`config.mk`:
```
export PLATFORM = sky130hd
export DESIGN_NAME = sidl_queue
export DESIGN_NICKNAME = d
export VERILOG_FILES = /design/src/rtl/core/sidl_pkg.sv /design/src/rtl/core/sidl_queue.sv
export SDC_FILE = /design/constraint.sdc
export NUM_CORES = 1
export LEC_CHECK = 0
export BUFFER_PORTS_ARGS = -buffer_cell sky130_fd_sc_hd__buf_4
export CORE_ASPECT_RATIO = 0.75
export CORE_MARGIN = 2
export CORE_UTILIZATION = 58
export CTS_BUF_LIST = sky130_fd_sc_hd__clkbuf_8
export DETAILED_ROUTE_END_ITERATION = 8
export PLACE_DENSITY = 0.85
export REMOVE_ABC_BUFFERS = 1
export SLEW_MARGIN = 30
export SYNTH_ARGS = -nofsm -noshare
export SYNTH_HDL_FRONTEND = slang
export SYNTH_SLANG_ARGS = --single-unit
```
`constraint.sdc`:
```
create_clock -name aclk -period 9 [get_ports aclk]
set_input_delay 0 -clock aclk [delete_from_list [all_inputs] [get_ports aclk]]
set_output_delay 0 -clock aclk [all_outputs]
set_load 0.05 [all_outputs]
```
`src/rtl/core/sidl_pkg.sv`:
```
// Shared types and constants of the sorted id list insert block.
`default_nettype none

package sidl_pkg;

    localparam int ID_W   = 64;
    localparam int PL_W   = 32;
    localparam int IDX_W  = 6;
    localparam int ST_W   = 3;
    localparam int POS_W  = 7;
    localparam int KIND_W = 2;

    localparam int S_TDATA_W = 104;
    localparam int M_TDATA_W = 112;

    localparam logic [ID_W-1:0] DEFAULT_ID = {ID_W{1'b1}};

    // Command kinds as classified by the front end
    localparam logic [KIND_W-1:0] CMD_INSERT = 2'd0;
    localparam logic [KIND_W-1:0] CMD_IGNORE = 2'd1;
    localparam logic [KIND_W-1:0] CMD_READ   = 2'd2;

    // Result status codes
    localparam logic [ST_W-1:0] ST_IGNORED  = 3'd0;
    localparam logic [ST_W-1:0] ST_REPLACED = 3'd1;
    localparam logic [ST_W-1:0] ST_INSERTED = 3'd2;
    localparam logic [ST_W-1:0] ST_APPENDED = 3'd3;
    localparam logic [ST_W-1:0] ST_DROPPED  = 3'd4;
    localparam logic [ST_W-1:0] ST_READ_OK  = 3'd5;
    localparam logic [ST_W-1:0] ST_READ_OOR = 3'd6;

    typedef struct packed {
        logic [KIND_W-1:0]      kind;
        logic signed [ID_W-1:0] id;
        logic [PL_W-1:0]        payload;
        logic [IDX_W-1:0]       index;
    } cmd_t;

endpackage

`default_nettype wire

```
`src/rtl/core/sidl_queue.sv`:
```
// Two-entry command queue between front end and back end.
`default_nettype none

module sidl_queue (
    input  wire logic           aclk,
    input  wire logic           aresetn,
    input  wire logic           push,
    input  wire sidl_pkg::cmd_t push_cmd,
    output logic                full,
    input  wire logic           pop,
    output logic                head_valid,
    output sidl_pkg::cmd_t      head_cmd
);

    sidl_pkg::cmd_t slot_reg [2];
    logic           wr_ptr_reg;
    logic           rd_ptr_reg;
    logic [1:0]     cnt_reg;
    logic           do_push;
    logic           do_pop;

    assign full       = (cnt_reg == 2'd2);
    assign head_valid = (cnt_reg != 2'd0);
    assign head_cmd   = slot_reg[rd_ptr_reg];
    assign do_push    = push && !full;
    assign do_pop     = pop && head_valid;

    always_ff @(posedge aclk) begin
        if (do_push) begin
            slot_reg[wr_ptr_reg] <= push_cmd;
        end
    end

    always_ff @(posedge aclk) begin
        if (!aresetn) begin
            wr_ptr_reg <= 1'b0;
            rd_ptr_reg <= 1'b0;
            cnt_reg    <= 2'd0;
        end else begin
            if (do_push) begin
                wr_ptr_reg <= !wr_ptr_reg;
            end
            if (do_pop) begin
                rd_ptr_reg <= !rd_ptr_reg;
            end
            case ({do_push, do_pop})
                2'b10:   cnt_reg <= cnt_reg + 2'd1;
                2'b01:   cnt_reg <= cnt_reg - 2'd1;
                default: cnt_reg <= cnt_reg;
            endcase
        end
    end

endmodule

`default_nettype wire

```
* Word level (Yosys, flattened, before mapping)
Memories as Yosys holds them, arrays and structs flattened. A register that Yosys moved wholly into a read port is not among the register bits.
Index checks and enable logic that the tools add are counted.
** Word-level totals
- Logic and storage cells :: 21
- Memories kept :: 1
- Bits in registers :: 4
- RAM bits :: 208
- Output and inout port bits :: 106
- Input port bits :: 108
** Memory list
- slot_reg :: depth 2, width 104, rd ports 1, clocked after Yosys merged registers in 1, wr ports 1, RTL line sidl_queue.sv:15 : sidl_pkg::cmd_t slot_reg [2];
** Cells by class
- Multiplexer cells :: 5
- Reductions and logical operators :: 7
- $add $sub $neg :: 2
- Equality and inequality tests :: 3
** Operators with widths (count)
- equality test 2 bit, second input constant :: 2
- two-way mux 1 bit :: 4
- one-hot mux 2 bit (2 select lines) :: 1
- nonzero test 2 bit :: 2
- logical NOT 1 bit :: 3
- adder 2 x 1 -> 2 bit, second input constant :: 1
- equality test 2 x 1 -> 1 bit, second input constant :: 1
- logical AND 1 bit :: 2
- subtractor 2 x 1 -> 2 bit, second input constant :: 1

* Longest topological paths before layout
Gate-level depths: netlist of the first run.
- Depth after elaboration :: 5
- Gate-level depth with buffers :: 6
- Gate-level depth less buffers :: 6

* Worst setup path before layout of the first run
OpenSTA, ideal clock, no wires.
- Path kind :: register to register
- Start point :: reg cnt_reg[0]
- End point :: mem slot_reg[0][0] in the netlist's numbering, enable pin
- Arrival :: 3.027 ns
- Stages on the path, launching flop included :: 5
- Period minus slack after synthesis :: 3.485 ns
- Path buffers :: 0
- Required time :: 8.543 ns
- Path slack :: 5.515 ns
- Setup time :: 0.457 ns
- Cells stage by stage :: dfxtp_1 -> nand2b_2 -> inv_2 -> or3_1 -> inv_1
** On the way
- Word-level cells in the longest chain between the ends :: 5
** Ends and longest elaborated chain
- start, declared :: RTL line sidl_queue.sv:18 : logic [1:0] cnt_reg;
- start signal, assigned :: RTL line sidl_queue.sv:47 : 2'b10: cnt_reg <= cnt_reg + 2'd1;
- start signal, assigned :: RTL line sidl_queue.sv:48 : 2'b01: cnt_reg <= cnt_reg - 2'd1;
- start signal, assigned :: RTL line sidl_queue.sv:49 : default: cnt_reg <= cnt_reg;
- equality test 2 bit :: RTL line sidl_queue.sv:22 : assign full = (cnt_reg == 2'd2);
- named net full :: RTL line sidl_queue.sv:9 : output logic full,
- logical NOT 1 bit :: RTL line sidl_queue.sv:25 : assign do_push = push && !full;
- logical AND 1 bit :: RTL line sidl_queue.sv:25
- two-way mux 1 bit :: RTL line sidl_queue.sv:29 : if (do_push) begin
- two-way mux 1 bit (not written as such) :: RTL line sidl_queue.sv:30 : slot_reg[wr_ptr_reg] <= push_cmd;
- end, declared :: RTL line sidl_queue.sv:15
The timed path passes the listed nets, and every way through them passes these cells.

* Worst setup path after layout of the first run
- Start point :: reg cnt_reg[0]
- End point :: mem slot_reg[0][8] in the netlist's numbering, enable pin
** On the way
- Word-level cells in the longest chain between the ends :: 5
** Ends and longest elaborated chain (RTL line)
- equality test 2 bit :: sidl_queue.sv:22
- logical NOT 1 bit :: sidl_queue.sv:25
- logical AND 1 bit :: sidl_queue.sv:25
- two-way mux 1 bit :: sidl_queue.sv:29
- two-way mux 1 bit (not written as such) :: sidl_queue.sv:30
No other way between the ends.

==> results of run 1 <==
cell families (layout without fill, tap and decap cells):
| kind of cell | Yosys count | after routing | share of synthesized area [%] |
|---|---|---|---|
| buffers and inverters | 15 | 381 | 1.42 |
| multiplexers | 104 | 104 | 15.1 |
| adder cells (fa/ha/maj) | 1 | 1 | 0.161 |
| AND/OR/NAND/NOR | 9 | 9 | 0.726 |
| XOR/XNOR | 3 | 3 | 0.339 |
| AO/OA/AOI/OAI | 5 | 5 | 0.419 |
| flip-flops | 213 | 213 | 81.8 |
| other | 0 | 3 | 0 |
per-stage QoR:
stage	hold WS, ns	total power [mW]	instances	util (%)	cell area [um2]
after floorplan	0.0989	2.27	338	-	7660
after global placement	0.184	2.61	725	73.0	9500
after CTS	0.154	3.38	887	85.7	11200
after global routing	0.168	3.52	890	85.8	11200
after detailed placement	0.187	2.64	725	73.0	9500
final	0.171	3.40	890	85.8	11200
cells in the mapped netlist:
cell / n / area, um2
inv_1: 2 / 7.51
o21a_1: 1 / 7.51
mux2_2: 104 / 1170
inv_2: 1 / 3.75
nand2b_2: 1 / 8.76
or2_2: 1 / 6.26
a21boi_1: 2 / 15.0
dfxtp_1: 5 / 100
nor2b_1: 2 / 12.5
or3_1: 2 / 12.5
buf_6: 6 / 67.6
o21ai_0: 2 / 10.0
buf_2: 4 / 20.0
edfxtp_1: 208 / 6250
buf_4: 1 / 7.51
clkbuf_1: 1 / 3.75
and3_1: 1 / 6.26
nand2_1: 1 / 3.75
and2_1: 1 / 6.26
ha_1: 1 / 12.5
xnor2_1: 3 / 26.3
cell type report:
cell class,count,area share [%]
sequential,213,56.9
timing repair buffer,323,24.1
multi-input combinational,122,11.7
clock buffer,37,4.56
tap,171,1.92
clock inverter,18,0.672
inverter,3,0.123
antenna,3,0.0672
metal layers:
| metal | GRT usage [%] | wire [um] | vias up |
|---|---|---|---|
| met2 | 44.1 | 9470 | 242 |
| met1 | 31.5 | 7000 | 2275 |
| met5 | 0 | 0 | - |
| li1 | - | - | 2076 |
| met4 | 7.22 | 393 | 0 |
| met3 | 7.94 | 1700 | 30 |
cells in the final DEF (no fill, tap or decap), drive strengths merged:
| master | instances |
|---|---|
| a21boi | 2 |
| dlygate4sd3 | 107 |
| or3 | 2 |
| and3 | 1 |
| ha | 1 |
| buf | 216 |
| inv | 12 |
| xnor2 | 3 |
| diode | 3 |
| dfxtp | 5 |
| and2 | 1 |
| clkbuf | 37 |
| nor2b | 2 |
| o21ai | 2 |
| clkinv | 8 |
| nand2b | 1 |
| clkinvlp | 1 |
| nand2 | 1 |
| o21a | 1 |
| edfxtp | 208 |
| mux2 | 104 |
| or2 | 1 |
power by group through the flow:
| stage | Combinational, mW | Clock, mW | Sequential (mW) |
|---|---|---|---|
| global placement | 1.28 | 0 | 1.33 |
| detailed placement | 1.30 | 0 | 1.34 |
| CTS | 1.34 | 0.715 | 1.32 |
| floorplan | 0.913 | 0 | 1.35 |
| finish | 1.35 | 0.720 | 1.33 |
| global route | 1.40 | 0.774 | 1.34 |
final timing paths:
path         depth (start not counted)  slack, ns                   endpoint                    start
max                                  5       6.25   slot_reg[0][8]$_DFFE_PP_  cnt_reg[0]$_SDFFE_PN0P_
min                                  2       0.17  slot_reg[1][98]$_DFFE_PP_             push_cmd[98]
max reg2reg                          5       6.25   slot_reg[0][8]$_DFFE_PP_  cnt_reg[0]$_SDFFE_PN0P_
min reg2reg                          2       0.55    wr_ptr_reg$_SDFFE_PN0P_  wr_ptr_reg$_SDFFE_PN0P_
==> results.md, run 1 <==
* Post-synthesis average cell area at roughly 22 um2
* Crit-path max cell delay at approximately 0.71 ns
* Slew Viols, Final at 0
* Worst setup margin at approximately 6.2 ns
* Buf/Inv on CP at 3
* Peak Freq at 364 MHz
* CTS Root Cell: clkbuf_8
* Global-route wire length before repair at roughly 27000 um
* P_leak at 4.25 nW
* CP Cell Sequence: nand2b_2 -> inv_2 -> or3_1 -> inv_4 -> buf_4
* Initial antenna violation count at 3
* Routed len/inst at ~21 um
* WL final at about 19000 um
* Layout area overhead at 44.0%
* Status: finished, final reports clean
* Clock Power Share at about a fifth
* Ports at approximately 210
* Fin Setup TNS at 0 ns
* CTS resizes at 0
* Via/cell ratio at between 5 and 6
* Critical Path AT at ~2.9 ns
* CTS tree: done
* Switching share of power at 38.7%
* Seq pwr share at approximately two fifths
* Final hold violation count at 0
* DR vias at between 4000 and 5000
* DRT antenna net count at 0
* Tmin final at 2.75 ns
* Pint at 2.09 mW
* Rows at 36
* Critical path class: register to register
* Distinct cell type count after synthesis at 21
* Reg area at roughly 6300 um2
* Cts bufs inserted at 31
* Cell at the slowest stage of the critical path: buf_4
* Drt drc at 0
* Post-synthesis register bit count at between 200 and 250
* Vias in the first global route at ~5000
* Layout cell share with drive strength beyond 1 at between 50% and 60%
* Die height at 104 um
* Worst-skew pair later-pin latency at roughly 0.55 ns
* Post-Syn Instances at 350
* GRT Resource Usage Total at roughly a quarter
* Port-buffer cells at roughly 210
* Die X at between 100 and 150 um
* Unrepaired setup endpoints after global routing: false
* Dpl ws at about 6.3 ns
* Multi-input gate area at 1300 um2
* Die area at between 10000 and 15000 um2
* Min-delay worst type: input pin to register
* Routability congestion estimate from global placement at around 0.75
* Pre-antenna DRT Iters at 4
* Final HPWL DP at ~9700 um
* CP max FO at 56
* Top delay family on crit path: buffers and inverters
* Peak supply drop at 0.254 mV
* Ys Warns at 0
* Largest register FFs at 208
* Slew margin rel. at around half
* Longest Clk Path Bufs at 3
* Core area at 13000 um2
* NetSw at about 1.3 mW
* Slew @ Worst Pin at 0.762 ns
* Hold-fix buffers at CTS at between 100 and 150
* Post-synthesis sequential area ratio at about 82%
* Pin count of the biggest net entering global routing at 58
* Worst path required time at 9.17 ns
* Final net count at ~800
* Critical path capture point type: register
* Endpoints failing setup at 0
* Power Density at 305 nW/um2
* Congestion Overflow GR at 0
* Post-CTS setup buffer count at 0
* Cell area after synthesis at 7750 um2
* Filler instances at 553
* DRT iter0 DRCs at around 270
* Initial Utilization at 59.6%
* Clock transition at the registers of the reported paths at about 0.070 ns
* Tcrit/Tclk final at a little under a third
* CTS Sinks at ~210
* H-tree levels at 1
* Max Cap Viol at 0
* Combinational share of power at between 30 and 40%
* Critical path launch point type: register
* Clock Skew at 0.0344 ns
(Power assumes the default switching activity.)
==> run 2: changes to the inputs <==
- ABC_AREA: unset -> 1
- CORE_UTILIZATION: 58 -> 54
- PLACE_DENSITY: 0.85 -> 0.8
- clock period: 9 -> 2.8 ns (I/O delays scaled with it)
==> results.md, run 2 <==
* Die area at 15800 um2 (+10%)
* Dpl ws at 0.869 ns (-5.47 ns)
* CP max FO at 31 (-45%)
* Post-Syn Instances at 362 (+3.4%)
* Post-synthesis sequential area ratio at 79.3% (-2.5 points)
* Final core occ at 79.5% (-6.3 points)
* Power Density at 817 nW/um2 (+170%)
* Critical path class: register to primary output
* Fin Setup TNS at 0 ns (unchanged)
* Min Hold Slack at 0.238 ns (+0.0669 ns)
* Diode count at 0 (-3)
* Peak supply drop at 0.533 mV (+110%)
* Post-synthesis register bit count at 213 (unchanged)
* Cell at the slowest stage of the critical path: dfxtp_4
* Pin count of the biggest net entering global routing at 55 (-5.2%)
* Largest register FFs at 208 (unchanged)
* Rows at 38 (+5.6%)
* Unrepaired setup endpoints after global routing: false
* Congestion Overflow GR at 0 (unchanged)
* Tcrit/Tclk final at roughly 79%
* Cts bufs inserted at 34 (+9.7%)
* Final instance area at 11500 um2 (+2.9%)
* Ports at 214 (unchanged)
* P_leak at 4.51 nW (+6.2%)
* Cell taking the most area after synthesis: edfxtp_1
* R2R setup slack at 0.81 ns (-5.44 ns)
* Max Cap Viol at 0 (unchanged)
* Tmin final at about 2.2 ns
* Global-route wire length before repair at 25500 um (-6.6%)
* Critical path launch point type: register
* Layout cell share with drive strength beyond 1 at 50.5% (-0.71 points)
* Min-delay worst type: input pin to register
* Critical Path AT at 2.21 ns (-0.71 ns)
* CTS tree: done
* Most common cell in the netlist: edfxtp_1
* CTS Root Cell: clkbuf_8
* Top cell type's share of synthesized area at 78.1% (-2.5 points)
* Distinct cell type count after synthesis at 16 (-24%)
* Routability congestion estimate from global placement at 0.760 (+1.4%)
* Largest cells by area after synthesis: edfxtp_1 (78%), mux2_4 (11%), mux2_2 (6.2%), dfxtp_1 (1.3%), buf_6 (0.99%)
* Post-synthesis average cell area at 22.1 um2 (-0.27%)
* Status: finished, final reports clean
* Drt drc at 0 (unchanged)
* Asr flop ratio synth at 0% (unchanged)
* Pre-antenna DRT Iters at 5 (+1)
* Post-CTS setup buffer count at 0 (unchanged)
* Cell area after synthesis at 8000 um2 (+3.1%)
* DRT antenna net count at 0 (unchanged)
* Peak Freq at around 450 MHz
* Dpl cells at 769 (+6.1%)
* Total design power at 9.39 mW (+180%)
* Endpoints failing setup at 0 (unchanged)
* Final hold violation count at 0 (unchanged)
* Core area at 14500 um2 (+11%)
* CTS Sinks at 213 (unchanged)
* Placed Area at 9840 um2 (+3.6%)
* Slew Viols, Final at 0 (unchanged)
* Longest Clk Path Bufs at 3 (unchanged)
* Commonest non-fill, non-tap cell in the layout: buf_4
* Slew margin rel. at 62.9% (+14 points)
* Reg2reg start: cnt_reg[0]$_SDFFE_PN0P_
* Routed len/inst at 18.6 um (-11%)
* Layout area overhead at 43.6%
* Clock transition at the registers of the reported paths at 0.06 ns (about the same)
* GRT Resource Usage Total at 21.4% (-4.3 points)
* Via/cell ratio at 4.95 (-4.6%)
* Worst path required time at 2.80 ns (-6.37 ns)
* WL final at 17300 um (-6.8%)
* Most used cell, CP: buf_4
* Synth top cells by count: edfxtp_1 (208), mux2_4 (60), mux2_2 (44)
* Final net count at 821 (+2.2%)
* Non-Filler Instances at 930 (+4.5%)
* Critical path capture point type: primary output
* Crit-path max cell delay at 0.67 ns (-0.04 ns)
* Worst setup margin at 0.588 ns (-5.66 ns)
* DR vias at 4607 (-0.35%)
* Initial antenna violation count at 0 (-3)
* EDFF count, synth at 208 (unchanged)
* CTS resizes at 0 (unchanged)
* Die height at 109 um (+5.1%)
* Port-buffer cells at 213 (unchanged)
* Vias in the first global route at 5001 (+0.060%)
* Most frequent cells in the layout: buf_4 (215), edfxtp_1 (208), dlygate4sd3_1 (107)
* Ys Warns at 0 (unchanged)
* Most used flip-flop cell after synthesis: edfxtp_1
* Worst-skew pair later-pin latency at 0.48 ns (-0.07 ns)
* Final HPWL DP at 10200 um (+4.4%)
* CP Cell Sequence: buf_4 -> mux2_2 -> buf_4
* Initial Utilization at 55.3% (-4.2 points)
* Min-delay src: push_cmd[100]
* Slew @ Worst Pin at 0.555 ns (-0.207 ns)
* H-tree levels at 2 (+1)
* DRT iter0 DRCs at 289 (+8.6%)
* Die X at 145 um (+5.1%)
* Clock Skew at 0.0150 ns (-0.0194 ns)
==> run 2: cell count changes after synthesis, sizes merged, moves of 2 or more <==
cell / previous run / this run
xnor2: 3 / 0
nor2: 0 / 12
nand2: 1 / 8
nor2b: 2 / 0
inv: 3 / 7
or3: 2 / 0
a21boi: 2 / 0
==> run 2: final cells by class <==
class | count | area, um2
flip-flops and latches | 213 | 6350
fillers | 777 | 2970
repair buffers | 326 | 2770
multi-input cells | 130 | 1520
clock buffers | 36 | 495
well taps | 200 | 250
clock inverters | 18 | 78.8
inverters | 7 | 28.8
==> run 2: logic make-up (layout without fill, tap and decap cells) <==
logic type | after synthesis | count (layout) | share of synthesized area (%)
flops | 213 | 213 | 79.3
mux | 104 | 104 | 17.5
simple gates | 22 | 22 | 1.08
buf+inv | 19 | 387 | 1.75
compound gates | 3 | 3 | 0.219
fa+ha+maj | 1 | 1 | 0.156
==> run 2: critical path: cells and delay by family (launching register included) <==
family	cells	cell delay, ns
multiplexers	1	0.39
buffers and inverters	2	0.65
flip-flops	1	0.67
==> run 2: metal layers <==
layer	vias to the layer above	GRT usage (%)	share of wire, %
met4	0	5.76	1.5
met5	-	0	0
met3	29	6.45	8.3
met2	206	37.5	50
li1	2111	-	-
met1	2261	26.4	40
==> run 2: final timing paths <==
| path | endpoint | cells after the start |
|---|---|---|
| setup / recovery | head_cmd[22] | 3 |
| hold / removal | slot_reg[1][100]$_DFFE_PP_ | 2 |
| setup reg to reg | slot_reg[0][81]$_DFFE_PP_ | 5 |
| hold reg to reg | rd_ptr_reg$_SDFFE_PN0P_ | 2 |
==> run 2: repair_timing <==
| action | in CTS | in global routing |
|---|---|---|
| hold endpoints to repair | 213 | 0 |
| endpoints found under the setup margin | 0 | 0 |
| hold buffers | 107 | 0 |
==> run 2: report_power, final <==
part           switching [mW]  leakage [nW]  internal, mW
Combinational            1.91          2.20          1.13
Clock                    1.13         0.326          1.18
Sequential              0.138          1.99          3.90
Total                    3.17          4.51          6.21
