$ cat src/rtl/core/sidl_pkg.sv
// Shared types and constants of the sorted id list insert block.
`default_nettype none

package sidl_pkg;

    localparam int ID_W   = 64;
    localparam int PL_W   = 32;
    localparam int IDX_W  = 6;
    localparam int ST_W   = 3;
    localparam int POS_W  = 7;
    localparam int KIND_W = 2;

    localparam int S_TDATA_W = 104;
    localparam int M_TDATA_W = 112;

    localparam logic [ID_W-1:0] DEFAULT_ID = {ID_W{1'b1}};

    // Command kinds as classified by the front end
    localparam logic [KIND_W-1:0] CMD_INSERT = 2'd0;
    localparam logic [KIND_W-1:0] CMD_IGNORE = 2'd1;
    localparam logic [KIND_W-1:0] CMD_READ   = 2'd2;

    // Result status codes
    localparam logic [ST_W-1:0] ST_IGNORED  = 3'd0;
    localparam logic [ST_W-1:0] ST_REPLACED = 3'd1;
    localparam logic [ST_W-1:0] ST_INSERTED = 3'd2;
    localparam logic [ST_W-1:0] ST_APPENDED = 3'd3;
    localparam logic [ST_W-1:0] ST_DROPPED  = 3'd4;
    localparam logic [ST_W-1:0] ST_READ_OK  = 3'd5;
    localparam logic [ST_W-1:0] ST_READ_OOR = 3'd6;

    typedef struct packed {
        logic [KIND_W-1:0]      kind;
        logic signed [ID_W-1:0] id;
        logic [PL_W-1:0]        payload;
        logic [IDX_W-1:0]       index;
    } cmd_t;

endpackage

`default_nettype wire

$ cat src/rtl/core/sidl_front.sv
// Front end: unpack input items and classify them into commands.
`default_nettype none

module sidl_front (
    input  wire logic                           s_tvalid,
    output logic                                s_tready,
    input  wire logic [sidl_pkg::S_TDATA_W-1:0] s_tdata,
    input  wire logic                           s_tuser,
    input  wire logic                           q_full,
    output logic                                q_push,
    output sidl_pkg::cmd_t                      q_cmd
);

    logic signed [sidl_pkg::ID_W-1:0] in_id;

    assign in_id    = s_tdata[sidl_pkg::ID_W-1:0];
    assign s_tready = !q_full;
    assign q_push   = s_tvalid && !q_full;

    always_comb begin
        q_cmd.id      = in_id;
        q_cmd.payload = s_tdata[sidl_pkg::ID_W +: sidl_pkg::PL_W];
        q_cmd.index   = s_tdata[sidl_pkg::ID_W + sidl_pkg::PL_W +: sidl_pkg::IDX_W];
        // Read wins over insert; default id inserts are ignored as no-ops
        if (s_tuser) begin
            q_cmd.kind = sidl_pkg::CMD_READ;
        end else if (in_id == sidl_pkg::DEFAULT_ID) begin
            q_cmd.kind = sidl_pkg::CMD_IGNORE;
        end else begin
            q_cmd.kind = sidl_pkg::CMD_INSERT;
        end
    end

endmodule

`default_nettype wire

$ cat config.mk
export PLATFORM = sky130hd
export DESIGN_NAME = sidl_front
export DESIGN_NICKNAME = d
export VERILOG_FILES = /design/src/rtl/core/sidl_pkg.sv /design/src/rtl/core/sidl_front.sv
export SDC_FILE = /design/constraint.sdc
export NUM_CORES = 1
export LEC_CHECK = 0
export BUFFER_PORTS_ARGS = -buffer_cell sky130_fd_sc_hd__buf_2
export CAP_MARGIN = 15
export CORE_AREA = 2 2 82 84
export DETAILED_ROUTE_END_ITERATION = 8
export DIE_AREA = 0 0 84 86
export GPL_TIMING_DRIVEN = 0
export PLACE_DENSITY = 0.62
export SETUP_SLACK_MARGIN = 0.4
export SLEW_MARGIN = 20
export SYNTH_ARGS = -nofsm -noshare
export SYNTH_HDL_FRONTEND = slang
export SYNTH_SLANG_ARGS = --single-unit
$ cat constraint.sdc
create_clock -name vclk -period 1.7
set_clock_uncertainty 0.15 [all_clocks]
set_input_delay 0.085 -clock vclk [all_inputs]
set_output_delay 0.085 -clock vclk [all_outputs]
set_load 0.005 [all_outputs]
; ---- Yosys cells after proc, flatten, opt, wreduce, memory -nomap -nowiden
; Cells that the tools add are included.
[classes]
add_sub_neg = 0
mux = 2
multipliers = 0
bitwise = 0
n_reduce_logical = 2
shift = 0
order_cmp = 0
n_div = 0
n_eq_ne = 1
[ops]
columns = cell, n
row1 = "== test 64 bit, second input constant", 1
row2 = 2-to-1 mux 2 bit, 1
row3 = logical AND 1 bit, 1
row4 = zero test 1 bit, 1
row5 = 2-to-1 mux 1 bit, 1
[word_totals]
mem_count = 0
ram_bits = 0
inputBits = 107
out_inout_bits = 106
latchBits = 0
regBits = 0
word_cells = 5
mem_bits_ro = 0

; ---- Logic depth before layout (Yosys ltp)
; Gate-level depths: netlist of the first run.
[logic_depth]
ltp_word = 3
ltp_mapped = 4
depth_no_buf = 4

; ---- Worst setup path after synthesis of the first run
; Ideal clock, no wire load.
[synth_timing]
path_type = input -> output
start = input port s_tuser
end = output port q_cmd[102] in the netlist's numbering
setup_slack_ns = 0.682
cell_stages = 4
n_path_buf = 0
arrival_time_ns = 0.783
required_ns = 1.465
cell_sequence = nand4b_1 nor4_1 nand4_1 nor4_2
[synth_rtl]
columns = item, line_no
row1 = start: declaration, sidl_front.sv:8  ; input wire logic s_tuser,
row2 = end: declaration, sidl_front.sv:11  ; output sidl_pkg::cmd_t q_cmd

==> results of run 1 <==
## metrics by stage
stage                     power [mW]  utilization  cell area [um2]  hold WS [ps]
after CTS                      0.429        0.304             1910           186
after global routing           0.461        0.304             1910           188
after floorplan                0.206            -              936          46.5
after global placement         0.422        0.302             1900           186
after detailed placement       0.427        0.302             1900           186
final                          0.423        0.304             1910           185
## layout make-up
| type | count | area (um2) |
|---|---|---|
| Buffer | 103 | 773 |
| Inverter | 1 | 3.75 |
| Timing Repair Buffer | 173 | 866 |
| Multi-Input combinational cell | 24 | 171 |
| Fill cell | 679 | 4370 |
| Tap cell | 77 | 96.3 |
## kinds of logic (layout without fill, tap and decap cells)
family | after synthesis | after routing | synth area share
AND/OR/NAND/NOR | 24 | 24 | 0.170
buffers and inverters | 104 | 277 | 0.830
## worst max-delay path by stage
stage / from / to / slack [ps] / cells after the start
finish: s_tdata[29] / q_cmd[102] / 380 / 6
global placement: s_tuser / q_cmd[102] / 210 / 6
floorplan: s_tuser / q_cmd[102] / 680 / 4
global route: s_tdata[60] / q_cmd[102] / 220 / 6
detailed placement: s_tuser / q_cmd[102] / 200 / 6
CTS: s_tdata[61] / q_cmd[102] / 300 / 6
## power by group through the flow
stage	Combinational (mW)	Clock, mW	Sequential, mW
3_5_place_dp	0.427	0	0
6_report	0.423	0	0
3_3_place_gp	0.422	0	0
4_1_cts	0.429	0	0
2_1_floorplan	0.206	0	0
5_1_grt	0.461	0	0
## routing by layer
layer,share of wire,vias to the layer above,track usage
met4,0,0,0
met1,0.28,566,0.0766
met2,0.59,110,0.189
met3,0.13,0,0.0125
met5,0,-,0
li1,-,671,-
## placed cells by master, fill, tap and decap left out
cell      netlist  final
buf_2           0    173
buf_4         103    103
nand4_1        15     15
nor4_2          2      4
inv_1           1      1
nand3_1         1      1
nand2_1         1      1
nor2_1          1      1
nand4b_1        1      1
nor2b_1         1      1
## repair_timing
item | 4_1_cts | 5_1_grt
setup buffers | 0 | 0
resized for setup | 2 | 0
hold buffers | 0 | 0
endpoints found under the setup margin | 1 | 1
pin swaps | 2 | 0
gates cloned | 0 | 0
==> insert_results.sql, run 1 <==
INSERT INTO impl_metrics (metric_group, metric, value, unit) VALUES
('outcome', 'run_status', 'completed', ''),
('synth', 'postSynthNetCount', '235', ''),
('synth', 'synthCells', '128', ''),
('worst_setup_path', 'timing.critical_path.from_type', 'input port', ''),
('synth', 'synth_largest_area_cell', 'buf_4', ''),
('routing', 'drt_first_iter_violations', '13', ''),
('timing', 'rsz0062_at_grt', 'true', ''),
('timing', 'slew-limit-headroom', '0.822', ''),
('power', 'power_frac_comb', '1.000', ''),
('worst_setup_path', 'critical_path_arrival', '1090', 'ps'),
('cells_and_area', 'antennaDiodeCount', '0', ''),
('grt', 'grt_overflow_total', '0', ''),
('power', 'power.share.sequential', '0', ''),
('grt', 'grt_antenna_before_repair', '0', ''),
('worst_setup_path', 'critical_path.cell_chain', 'buf_2 > nand4_1 > nor4_2 > nand4_1 > nor4_2 > buf_2', ''),
('hold_path', 'worstHoldPathType', 'in -> out', ''),
('synth', 'yosys.cell_count.top_type', 'buf_4', ''),
('grt', 'grt_start_max_net_pins', '3', ''),
('synth', 'ys_warn_count', '0', ''),
('worst_setup_path', 'cp_data_required_time', '1460', 'ps'),
('power', 'clock_power_share', '0', ''),
('routing', 'detail_route.wl_per_cell', '9.15', 'um'),
('die', 'fp.dieArea', '7220', 'um2'),
('placement', 'port-buffer-count', '173', ''),
('routing', 'routed_wl', '3460', 'um'),
('timing', 'period_share', '0.778', ''),
('placement', 'routabilityCongestion', '0.685', ''),
('synth', 'portion_of_synthesized_cell_area_occupied_by_the_leading_cell_type', '0.826', ''),
('worst_setup_path', 'critPathCaptureType', 'output pin', ''),
('worst_setup_path', 'critical_path_peak_fanout', '2', ''),
('timing', 'setup_ws', '378', 'ps'),
('die', 'core', '6280', 'um2'),
('cells_and_area', 'clock_tree_buffer_count_of_the_final_layout', '0', ''),
('die', 'io_count', '213', ''),
('synth', 'synth-seq-area-share', '0', ''),
('worst_setup_path', 'path_buf_inv', '2', ''),
('power', 'leakage', '1.20', 'nW'),
('cells_and_area', 'post_route_cells_drive_above_1_share', '0.930', ''),
('hold_path', 'whs_endpoint', 'q_cmd[36]', ''),
('grt', 'number_of_global_route_vias_before_repair', '1199', ''),
('timing', 'tns', '0', 'ps'),
('routing', 'remaining_drc_errors', '0', ''),
('synth', 'synth.cells.most_frequent', '103 x buf_4, 15 x nand4_1, 2 x nor4_1, 2 x nor4_2', ''),
('synth', 'syn_area_per_cell', '7.31', 'um2'),
('cells_and_area', 'instances_no_fill', '378', ''),
('power', 'p_sw', '0.135', 'mW'),
('die', 'chipHeight', '86', 'um'),
('synth', 'netlist_area', '936', 'um2'),
('grt', 'grt_first_pass_wirelength', '5070', 'um'),
('placement', 'dpl_worst_slack', '205', 'ps'),
('die', 'chipWidth', '84', 'um'),
('power', 'internal-power', '0.287', 'mW'),
('synth', 'synthTopCellsByArea', 'buf_4 83%, nand4_1 10%, nor4_2 2.7%, nor4_1 1.3%, nand4b_1 0.94%', ''),
('timing', 'final.min_clock_period', '1320', 'ps'),
('worst_setup_path', 'path_class', 'in -> out', ''),
('routing', 'drt.antenna.violating_nets', '0', ''),
('placement', 'placed_cells_incl_taps', '378', ''),
('routing', 'route.vias.total', '1347', ''),
('cells_and_area', 'sequential_cell_total', '0', ''),
('power', 'power.switching_fraction', '0.320', ''),
('timing', 'setup-violations-final', '0', ''),
('die', 'floorplan.initialDensity', '0.149', ''),
('routing', 'dr.pass1.iters', '2', ''),
('timing', 'max_slew.worst_pin.slew', '265', 'ps'),
('cells_and_area', 'ff_latch_area', '0', 'um2'),
('synth', 'yosysUniqueCellTypes', '10', ''),
('placement', 'detailed_place_hpwl', '3340', 'um'),
('hold_path', 'hold-path-cell-count', '2', ''),
('die', 'core.rowCount', '29', ''),
('power', 'cellPowerDensity', '221', 'nW/um2'),
('worst_setup_path', 'crit_path_max_incr_delay', '310', 'ps'),
('cells_and_area', 'final_nets', '410', ''),
('routing', 'vias_per_cell', '3.56', ''),
('job', 'maxCapViolations', '0', ''),
('timing', 'finalHoldViolations', '0', ''),
('cells_and_area', 'syn_to_final_growth', '104', '%'),
('worst_setup_path', 'critical_path.slowest_cell', 'nor4_2', ''),
('worst_setup_path', 'cell_family_with_most_cp_delay', 'simple AND/OR/NAND/NOR gates', ''),
('timing', 'timing.fmax', '0.756', 'GHz'),
('timing', 'slew_violations', '0', ''),
('power', 'vdd_drop_max', '0.0910', 'mV'),
('grt', 'grt_usage', '0.0816', ''),
('hold_path', 'min-delay-start', 's_tdata[94]', '');
Power figures use the tool's default switching activity.
==> inputs of run 2 (changes only) <==
--- a/config.mk
+++ b/config.mk
@@ -7,11 +7,11 @@
 export LEC_CHECK = 0
 export BUFFER_PORTS_ARGS = -buffer_cell sky130_fd_sc_hd__buf_2
 export CAP_MARGIN = 15
-export CORE_AREA = 2 2 82 84
+export CORE_AREA = 2 2 83 85
 export DETAILED_ROUTE_END_ITERATION = 8
-export DIE_AREA = 0 0 84 86
+export DIE_AREA = 0 0 85 87
 export GPL_TIMING_DRIVEN = 0
-export PLACE_DENSITY = 0.62
+export PLACE_DENSITY = 0.61
 export SETUP_SLACK_MARGIN = 0.4
 export SLEW_MARGIN = 20
 export SYNTH_ARGS = -nofsm -noshare
==> constraint.sdc (replaced) <==
create_clock -name vclk -period 1.3
set_clock_uncertainty 0.15 [all_clocks]
set_input_delay 0.065 -clock vclk [all_inputs]
set_output_delay 0.065 -clock vclk [all_outputs]
set_load 0.005 [all_outputs]
==> run 2 against run 1 <==
  * Worst hold slack got worse by 39 ps
  * Worst setup slack worse by 360 ps
  * Routed wire length rose by 1.3%
  * Flip-flop and latch count is the same
  * Final area up 3.1%
  * Global-route usage shrank 0.43 points
  * Non-clock buffer count stayed put
  * Critical path type unchanged
==> insert_results.sql, run 2 (same netlist as run 1, synthesis figures left out) <==
INSERT INTO impl_metrics (metric_group, metric, value, unit) VALUES
('worst_setup_path', 'critPathCaptureType', 'output pin', ''),
('cells_and_area', 'postLayoutCoreUtil', '0.300', ''),
('grt', 'grt_usage', '0.0773', ''),
('routing', 'drt_first_iter_violations', '8', ''),
('cells_and_area', 'final_design_area_no_fill', '1970', 'um2'),
('cells_and_area', 'antennaDiodeCount', '0', ''),
('grt', 'number_of_global_route_vias_before_repair', '1111', ''),
('power', 'p_sw', '0.174', 'mW'),
('routing', 'dr.pass1.iters', '2', ''),
('placement', 'placed_cells_incl_taps', '381', ''),
('die', 'chipHeight', '87', 'um'),
('worst_setup_path', 'critical_path.slowest_cell', 'nor4_2', ''),
('placement', 'detailed_place_hpwl', '3330', 'um'),
('timing', 'slew-limit-headroom', '0.832', ''),
('worst_setup_path', 'critical_path.cell_chain', 'buf_2 > nand4_1 > nor4_2 > nand4_1 > nor4_2 > buf_2', ''),
('routing', 'route.vias.total', '1322', ''),
('cells_and_area', 'final_nets', '410', ''),
('power', 'cellPowerDensity', '287', 'nW/um2'),
('worst_setup_path', 'timing.critical_path.from', 's_tdata[16]', ''),
('worst_setup_path', 'worstSetupPathDepth', '6', ''),
('power', 'power.switching_fraction', '0.307', ''),
('worst_setup_path', 'critical_path_peak_fanout', '2', ''),
('hold_path', 'worstHoldPathType', 'in -> out', ''),
('cells_and_area', 'sequential_cell_total', '0', ''),
('placement', 'port-buffer-count', '173', ''),
('cells_and_area', 'syn_to_final_growth', '111', '%'),
('worst_setup_path', 'cp_data_required_time', '1090', 'ps'),
('hold_path', 'hold-path-cell-count', '2', ''),
('timing', 'rsz0062_at_grt', 'true', ''),
('routing', 'routed_wl', '3500', 'um'),
('die', 'chipWidth', '85', 'um'),
('power', 'clock_power_share', '0', ''),
('worst_setup_path', 'path_class', 'in -> out', ''),
('routing', 'detail_route.wl_per_cell', '9.19', 'um'),
('cells_and_area', 'instances_no_fill', '381', ''),
('timing', 'slew_violations', '0', ''),
('timing', 'max_slew.worst_pin.slew', '250', 'ps'),
('worst_setup_path', 'crit_path_max_incr_delay', '320', 'ps'),
('placement', 'place_area', '1900', 'um2'),
('timing', 'setup-violations-final', '0', ''),
('timing', 'finalHoldViolations', '0', ''),
('hold_path', 'min-delay-start', 's_tdata[94]', ''),
('cells_and_area', 'most_common_cell_after_layout_fill_and_taps_aside', 'buf_2', ''),
('worst_setup_path', 'critical_path_arrival', '1070', 'ps'),
('die', 'floorplan.initialDensity', '0.142', ''),
('routing', 'wl_met1', '1050', 'um'),
('power', 'vdd_drop_max', '0.114', 'mV'),
('job', 'maxCapViolations', '0', ''),
('worst_setup_path', 'path_buf_inv', '2', ''),
('routing', 'top_routing_layer_in_use', 'met3', ''),
('placement', 'dpl_worst_slack', '-194', 'ps'),
('timing', 'final.min_clock_period', '1280', 'ps'),
('clock_tree', 'cts_hold_buffers', '0', ''),
('routing', 'drt.antenna.violating_nets', '0', ''),
('timing', 'setup_ws', '18.4', 'ps'),
('timing', 'timing.fmax', '0.780', 'GHz'),
('die', 'io_count', '213', ''),
('die', 'core', '6570', 'um2'),
('routing', 'vias_per_cell', '3.47', ''),
('timing', 'fin_worst_hold_slack', '145', 'ps'),
('grt', 'grt_overflow_total', '0', ''),
('timing', 'period_share', '0.986', ''),
('power', 'internal-power', '0.392', 'mW'),
('power', 'pnr_total_power', '0.566', 'mW'),
('power', 'leakage', '1.22', 'nW'),
('cells_and_area', 'clock_tree_buffer_count_of_the_final_layout', '0', ''),
('timing', 'tns', '0', 'ps'),
('die', 'core.rowCount', '30', ''),
('power', 'power_frac_comb', '1.000', ''),
('die', 'fp.dieArea', '7400', 'um2'),
('cells_and_area', 'ff_latch_area', '0', 'um2'),
('cells_and_area', 'post_route_cells_drive_above_1_share', '0.930', ''),
('power', 'power.share.sequential', '0', ''),
('routing', 'remaining_drc_errors', '0', ''),
('grt', 'grt_first_pass_wirelength', '4860', 'um'),
('worst_setup_path', 'timing.critical_path.from_type', 'input port', ''),
('routing', 'dr_wl_met3', '457', 'um'),
('placement', 'routabilityCongestion', '0.699', ''),
('worst_setup_path', 'cell_family_with_most_cp_delay', 'simple AND/OR/NAND/NOR gates', ''),
('routing', 'wl_met2', '1990', 'um'),
('outcome', 'run_status', 'completed', ''),
('cells_and_area', 'layout.cells.most_common_list', '164 x buf_2, 103 x buf_4, 15 x nand4_1, 9 x buf_6, 4 x nor4_2', ''),
('grt', 'grt_antenna_before_repair', '0', ''),
('grt', 'grt_start_max_net_pins', '3', '');
## run 2: per-layer routing
| metal | track usage | up-vias |
|---|---|---|
| li1 | - | 668 |
| met1 | 0.0796 | 540 |
| met2 | 0.173 | 114 |
| met3 | 0.00758 | 0 |
| met4 | 0 | 0 |
| met5 | 0 | - |
## run 2: area by class of cell
type               instances  area, um2
plain buffers            103        773
fillers                  708       4600
inverters                  1       3.75
multi-input cells         24        171
well taps                 80        100
repair buffers           173        922
## run 2: power groups by stage
stage | registers [mW] | logic [mW] | clock network [mW]
2_1_floorplan | 0 | 0.270 | 0
3_3_place_gp | 0 | 0.549 | 0
4_1_cts | 0 | 0.570 | 0
6_report | 0 | 0.566 | 0
3_5_place_dp | 0 | 0.555 | 0
5_1_grt | 0 | 0.619 | 0
## run 2: path summary, 6_finish.rpt
check    endpoint  slack [ps]
max    q_cmd[102]          20
min     q_cmd[36]         150
## run 2: repair_timing
item,4_1_cts,5_1_grt
pin swaps,1,2
resized for setup,9,2
buffers inserted,0,0
setup endpoints to repair,1,1
==> inputs of run 3 (changes only) <==
--- a/config.mk
+++ b/config.mk
@@ -7,11 +7,12 @@
 export LEC_CHECK = 0
 export BUFFER_PORTS_ARGS = -buffer_cell sky130_fd_sc_hd__buf_2
 export CAP_MARGIN = 15
-export CORE_AREA = 2 2 83 85
+export CELL_PAD_IN_SITES_DETAIL_PLACEMENT = 0
+export CELL_PAD_IN_SITES_GLOBAL_PLACEMENT = 1
+export CORE_UTILIZATION = 12
 export DETAILED_ROUTE_END_ITERATION = 8
-export DIE_AREA = 0 0 85 87
 export GPL_TIMING_DRIVEN = 0
-export PLACE_DENSITY = 0.61
+export PLACE_DENSITY = 0.87
 export SETUP_SLACK_MARGIN = 0.4
 export SLEW_MARGIN = 20
 export SYNTH_ARGS = -nofsm -noshare
==> run 3 against run 2 <==
  * Count of clock-buffer cells in the layout unchanged
  * First-iteration DRC count is 75% lower
  * Routed wire length is 7.3% lower
  * Via count rose by 1.5%
  * Flip-flop and latch count is the same
  * Combinational power decreased by 3%
  * Total power decreased by 2.8%
  * The run now ends with setup timing left
==> insert_results.sql, run 3 (same netlist as run 1, synthesis figures left out) <==
INSERT INTO impl_metrics (metric_group, metric, value, unit) VALUES
('outcome', 'run_status', 'finished with violations', ''),
('outcome', 'violations', 'setup timing', ''),
('power', 'cellPowerDensity', '283', 'nW/um2'),
('die', 'chipWidth', '90.3', 'um'),
('timing', 'max_slew.worst_pin.slew', '251', 'ps'),
('power', 'leakage', '1.20', 'nW'),
('cells_and_area', 'final_design_area_no_fill', '1940', 'um2'),
('timing', 'rsz0062_at_grt', 'true', ''),
('clock_tree', 'post_cts_setup_repair_bufs', '0', ''),
('worst_setup_path', 'crit_path_max_incr_delay', '320', 'ps'),
('cells_and_area', 'ff_latch_area', '0', 'um2'),
('worst_setup_path', 'critPathCaptureType', 'output pin', ''),
('grt', 'number_of_global_route_vias_before_repair', '1179', ''),
('placement', 'place_area', '1930', 'um2'),
('cells_and_area', 'antennaDiodeCount', '0', ''),
('die', 'io_count', '213', ''),
('grt', 'grt_first_pass_wirelength', '4870', 'um'),
('cells_and_area', 'sequential_cell_total', '0', ''),
('power', 'internal-power', '0.377', 'mW'),
('routing', 'routed_wl', '3250', 'um'),
('cells_and_area', 'syn_to_final_growth', '108', '%'),
('cells_and_area', 'most_common_cell_after_layout_fill_and_taps_aside', 'buf_2', ''),
('power', 'power_frac_comb', '1.000', ''),
('worst_setup_path', 'timing.critical_path.from', 's_tdata[61]', ''),
('worst_setup_path', 'critical_path.slowest_cell', 'nor4_2', ''),
('cells_and_area', 'final_nets', '410', ''),
('hold_path', 'min-delay-start', 's_tdata[71]', ''),
('power', 'clock_power_share', '0', ''),
('routing', 'vias_per_cell', '3.36', ''),
('timing', 'setup-violations-final', '1', ''),
('timing', 'period_share', '1.01', ''),
('timing', 'slew_violations', '0', ''),
('cells_and_area', 'layout.cells.most_common_list', '172 x buf_2, 103 x buf_4, 15 x nand4_1, 4 x nor4_2', ''),
('cells_and_area', 'clock_tree_buffer_count_of_the_final_layout', '0', ''),
('cells_and_area', 'nFillCells', '798', ''),
('hold_path', 'worstHoldPathType', 'in -> out', ''),
('worst_setup_path', 'timing.critical_path.from_type', 'input port', ''),
('placement', 'routabilityCongestion', '0.680', ''),
('grt', 'grt_usage', '0.0681', ''),
('routing', 'dr.pass1.iters', '3', ''),
('worst_setup_path', 'critical_path_arrival', '1090', 'ps'),
('die', 'chipHeight', '90.3', 'um'),
('grt', 'grt_start_max_net_pins', '3', ''),
('power', 'p_sw', '0.173', 'mW'),
('job', 'maxCapViolations', '0', ''),
('worst_setup_path', 'critical_path.cell_chain', 'buf_2 > nand4_1 > nor4_2 > nand4_1 > nor4_2 > buf_2', ''),
('cells_and_area', 'post_route_cells_drive_above_1_share', '0.930', ''),
('routing', 'drt_first_iter_violations', '2', ''),
('die', 'core.rowCount', '31', ''),
('routing', 'route.vias.total', '1342', ''),
('clock_tree', 'cts_hold_buffers', '0', ''),
('power', 'power.share.sequential', '0', ''),
('routing', 'remaining_drc_errors', '0', ''),
('worst_setup_path', 'cp_data_required_time', '1090', 'ps'),
('cells_and_area', 'postLayoutCoreUtil', '0.262', ''),
('power', 'vdd_drop_max', '0.0786', 'mV'),
('timing', 'final.min_clock_period', '1310', 'ps'),
('timing', 'slew-limit-headroom', '0.831', ''),
('power', 'power.switching_fraction', '0.314', ''),
('routing', 'detail_route.wl_per_cell', '8.12', 'um'),
('placement', 'detailed_place_hpwl', '3170', 'um'),
('die', 'floorplan.initialDensity', '0.126', ''),
('timing', 'finalHoldViolations', '0', ''),
('placement', 'port-buffer-count', '173', ''),
('cells_and_area', 'multiInputGateArea', '171', 'um2'),
('worst_setup_path', 'path_class', 'in -> out', ''),
('die', 'fp.dieArea', '8160', 'um2'),
('timing', 'timing.fmax', '0.765', 'GHz'),
('power', 'pnr_total_power', '0.550', 'mW'),
('timing', 'setup_ws', '-7.99', 'ps'),
('grt', 'grt_overflow_total', '0', ''),
('worst_setup_path', 'critical_path_peak_fanout', '2', ''),
('routing', 'drt.antenna.violating_nets', '0', ''),
('die', 'core', '7410', 'um2'),
('grt', 'grt_antenna_before_repair', '0', '');
run 3: final timing paths:
check | endpoint | slack (ps) | cells past startpoint
worst max-delay path | q_cmd[102] | -8 | 6
worst min-delay path | q_cmd[13] | 140 | 2
run 3: critical path, delay by kind of cell:
| kind | cells | cell delay, ps |
|---|---|---|
| AND/OR/NAND/NOR | 4 | 790 |
| buffers and inverters | 2 | 240 |
run 3: per-layer routing:
layer	wire length (um)	global-route usage	vias to the layer above
li1	-	-	668
met1	1070	0.0712	560
met2	1800	0.143	114
met3	383	0.0152	0
met4	0	0	0
met5	0	0	-
run 3: stage by stage:
| stage | hold slack (ps) | cells | worst slack [ps] | TNS (ps) |
|---|---|---|---|---|
| finish | 145 | 400 | -7.99 | -7.99 |
| global route | 149 | 400 | -253 | -253 |
| CTS | 146 | 400 | -108 | -108 |
| detailed placement | 146 | 400 | -193 | -193 |
| global placement | 147 | 400 | -208 | -208 |
| floorplan | 6.54 | 128 | 322 | 0 |
run 3: timing repair:
| item | CTS | global route |
|---|---|---|
| pin swaps | 3 | 0 |
| gates resized for setup | 3 | 0 |
| cloned | 0 | 0 |
| endpoints found under the setup margin | 1 | 1 |
run 3: layout make-up:
| type | count | share of cell area |
|---|---|---|
| Timing Repair Buffer | 173 | 0.449 |
| Buffer | 103 | 0.398 |
| Multi-Input combinational cell | 24 | 0.0882 |
| Tap cell | 99 | 0.0637 |
| Inverter | 1 | 0.00193 |
run 3: power by group through the flow:
stage	clock [mW]	sequential, mW	combinational, mW
4_1_cts	0	0	0.559
6_report	0	0	0.550
3_5_place_dp	0	0	0.555
5_1_grt	0	0	0.600
3_3_place_gp	0	0	0.550
2_1_floorplan	0	0	0.270
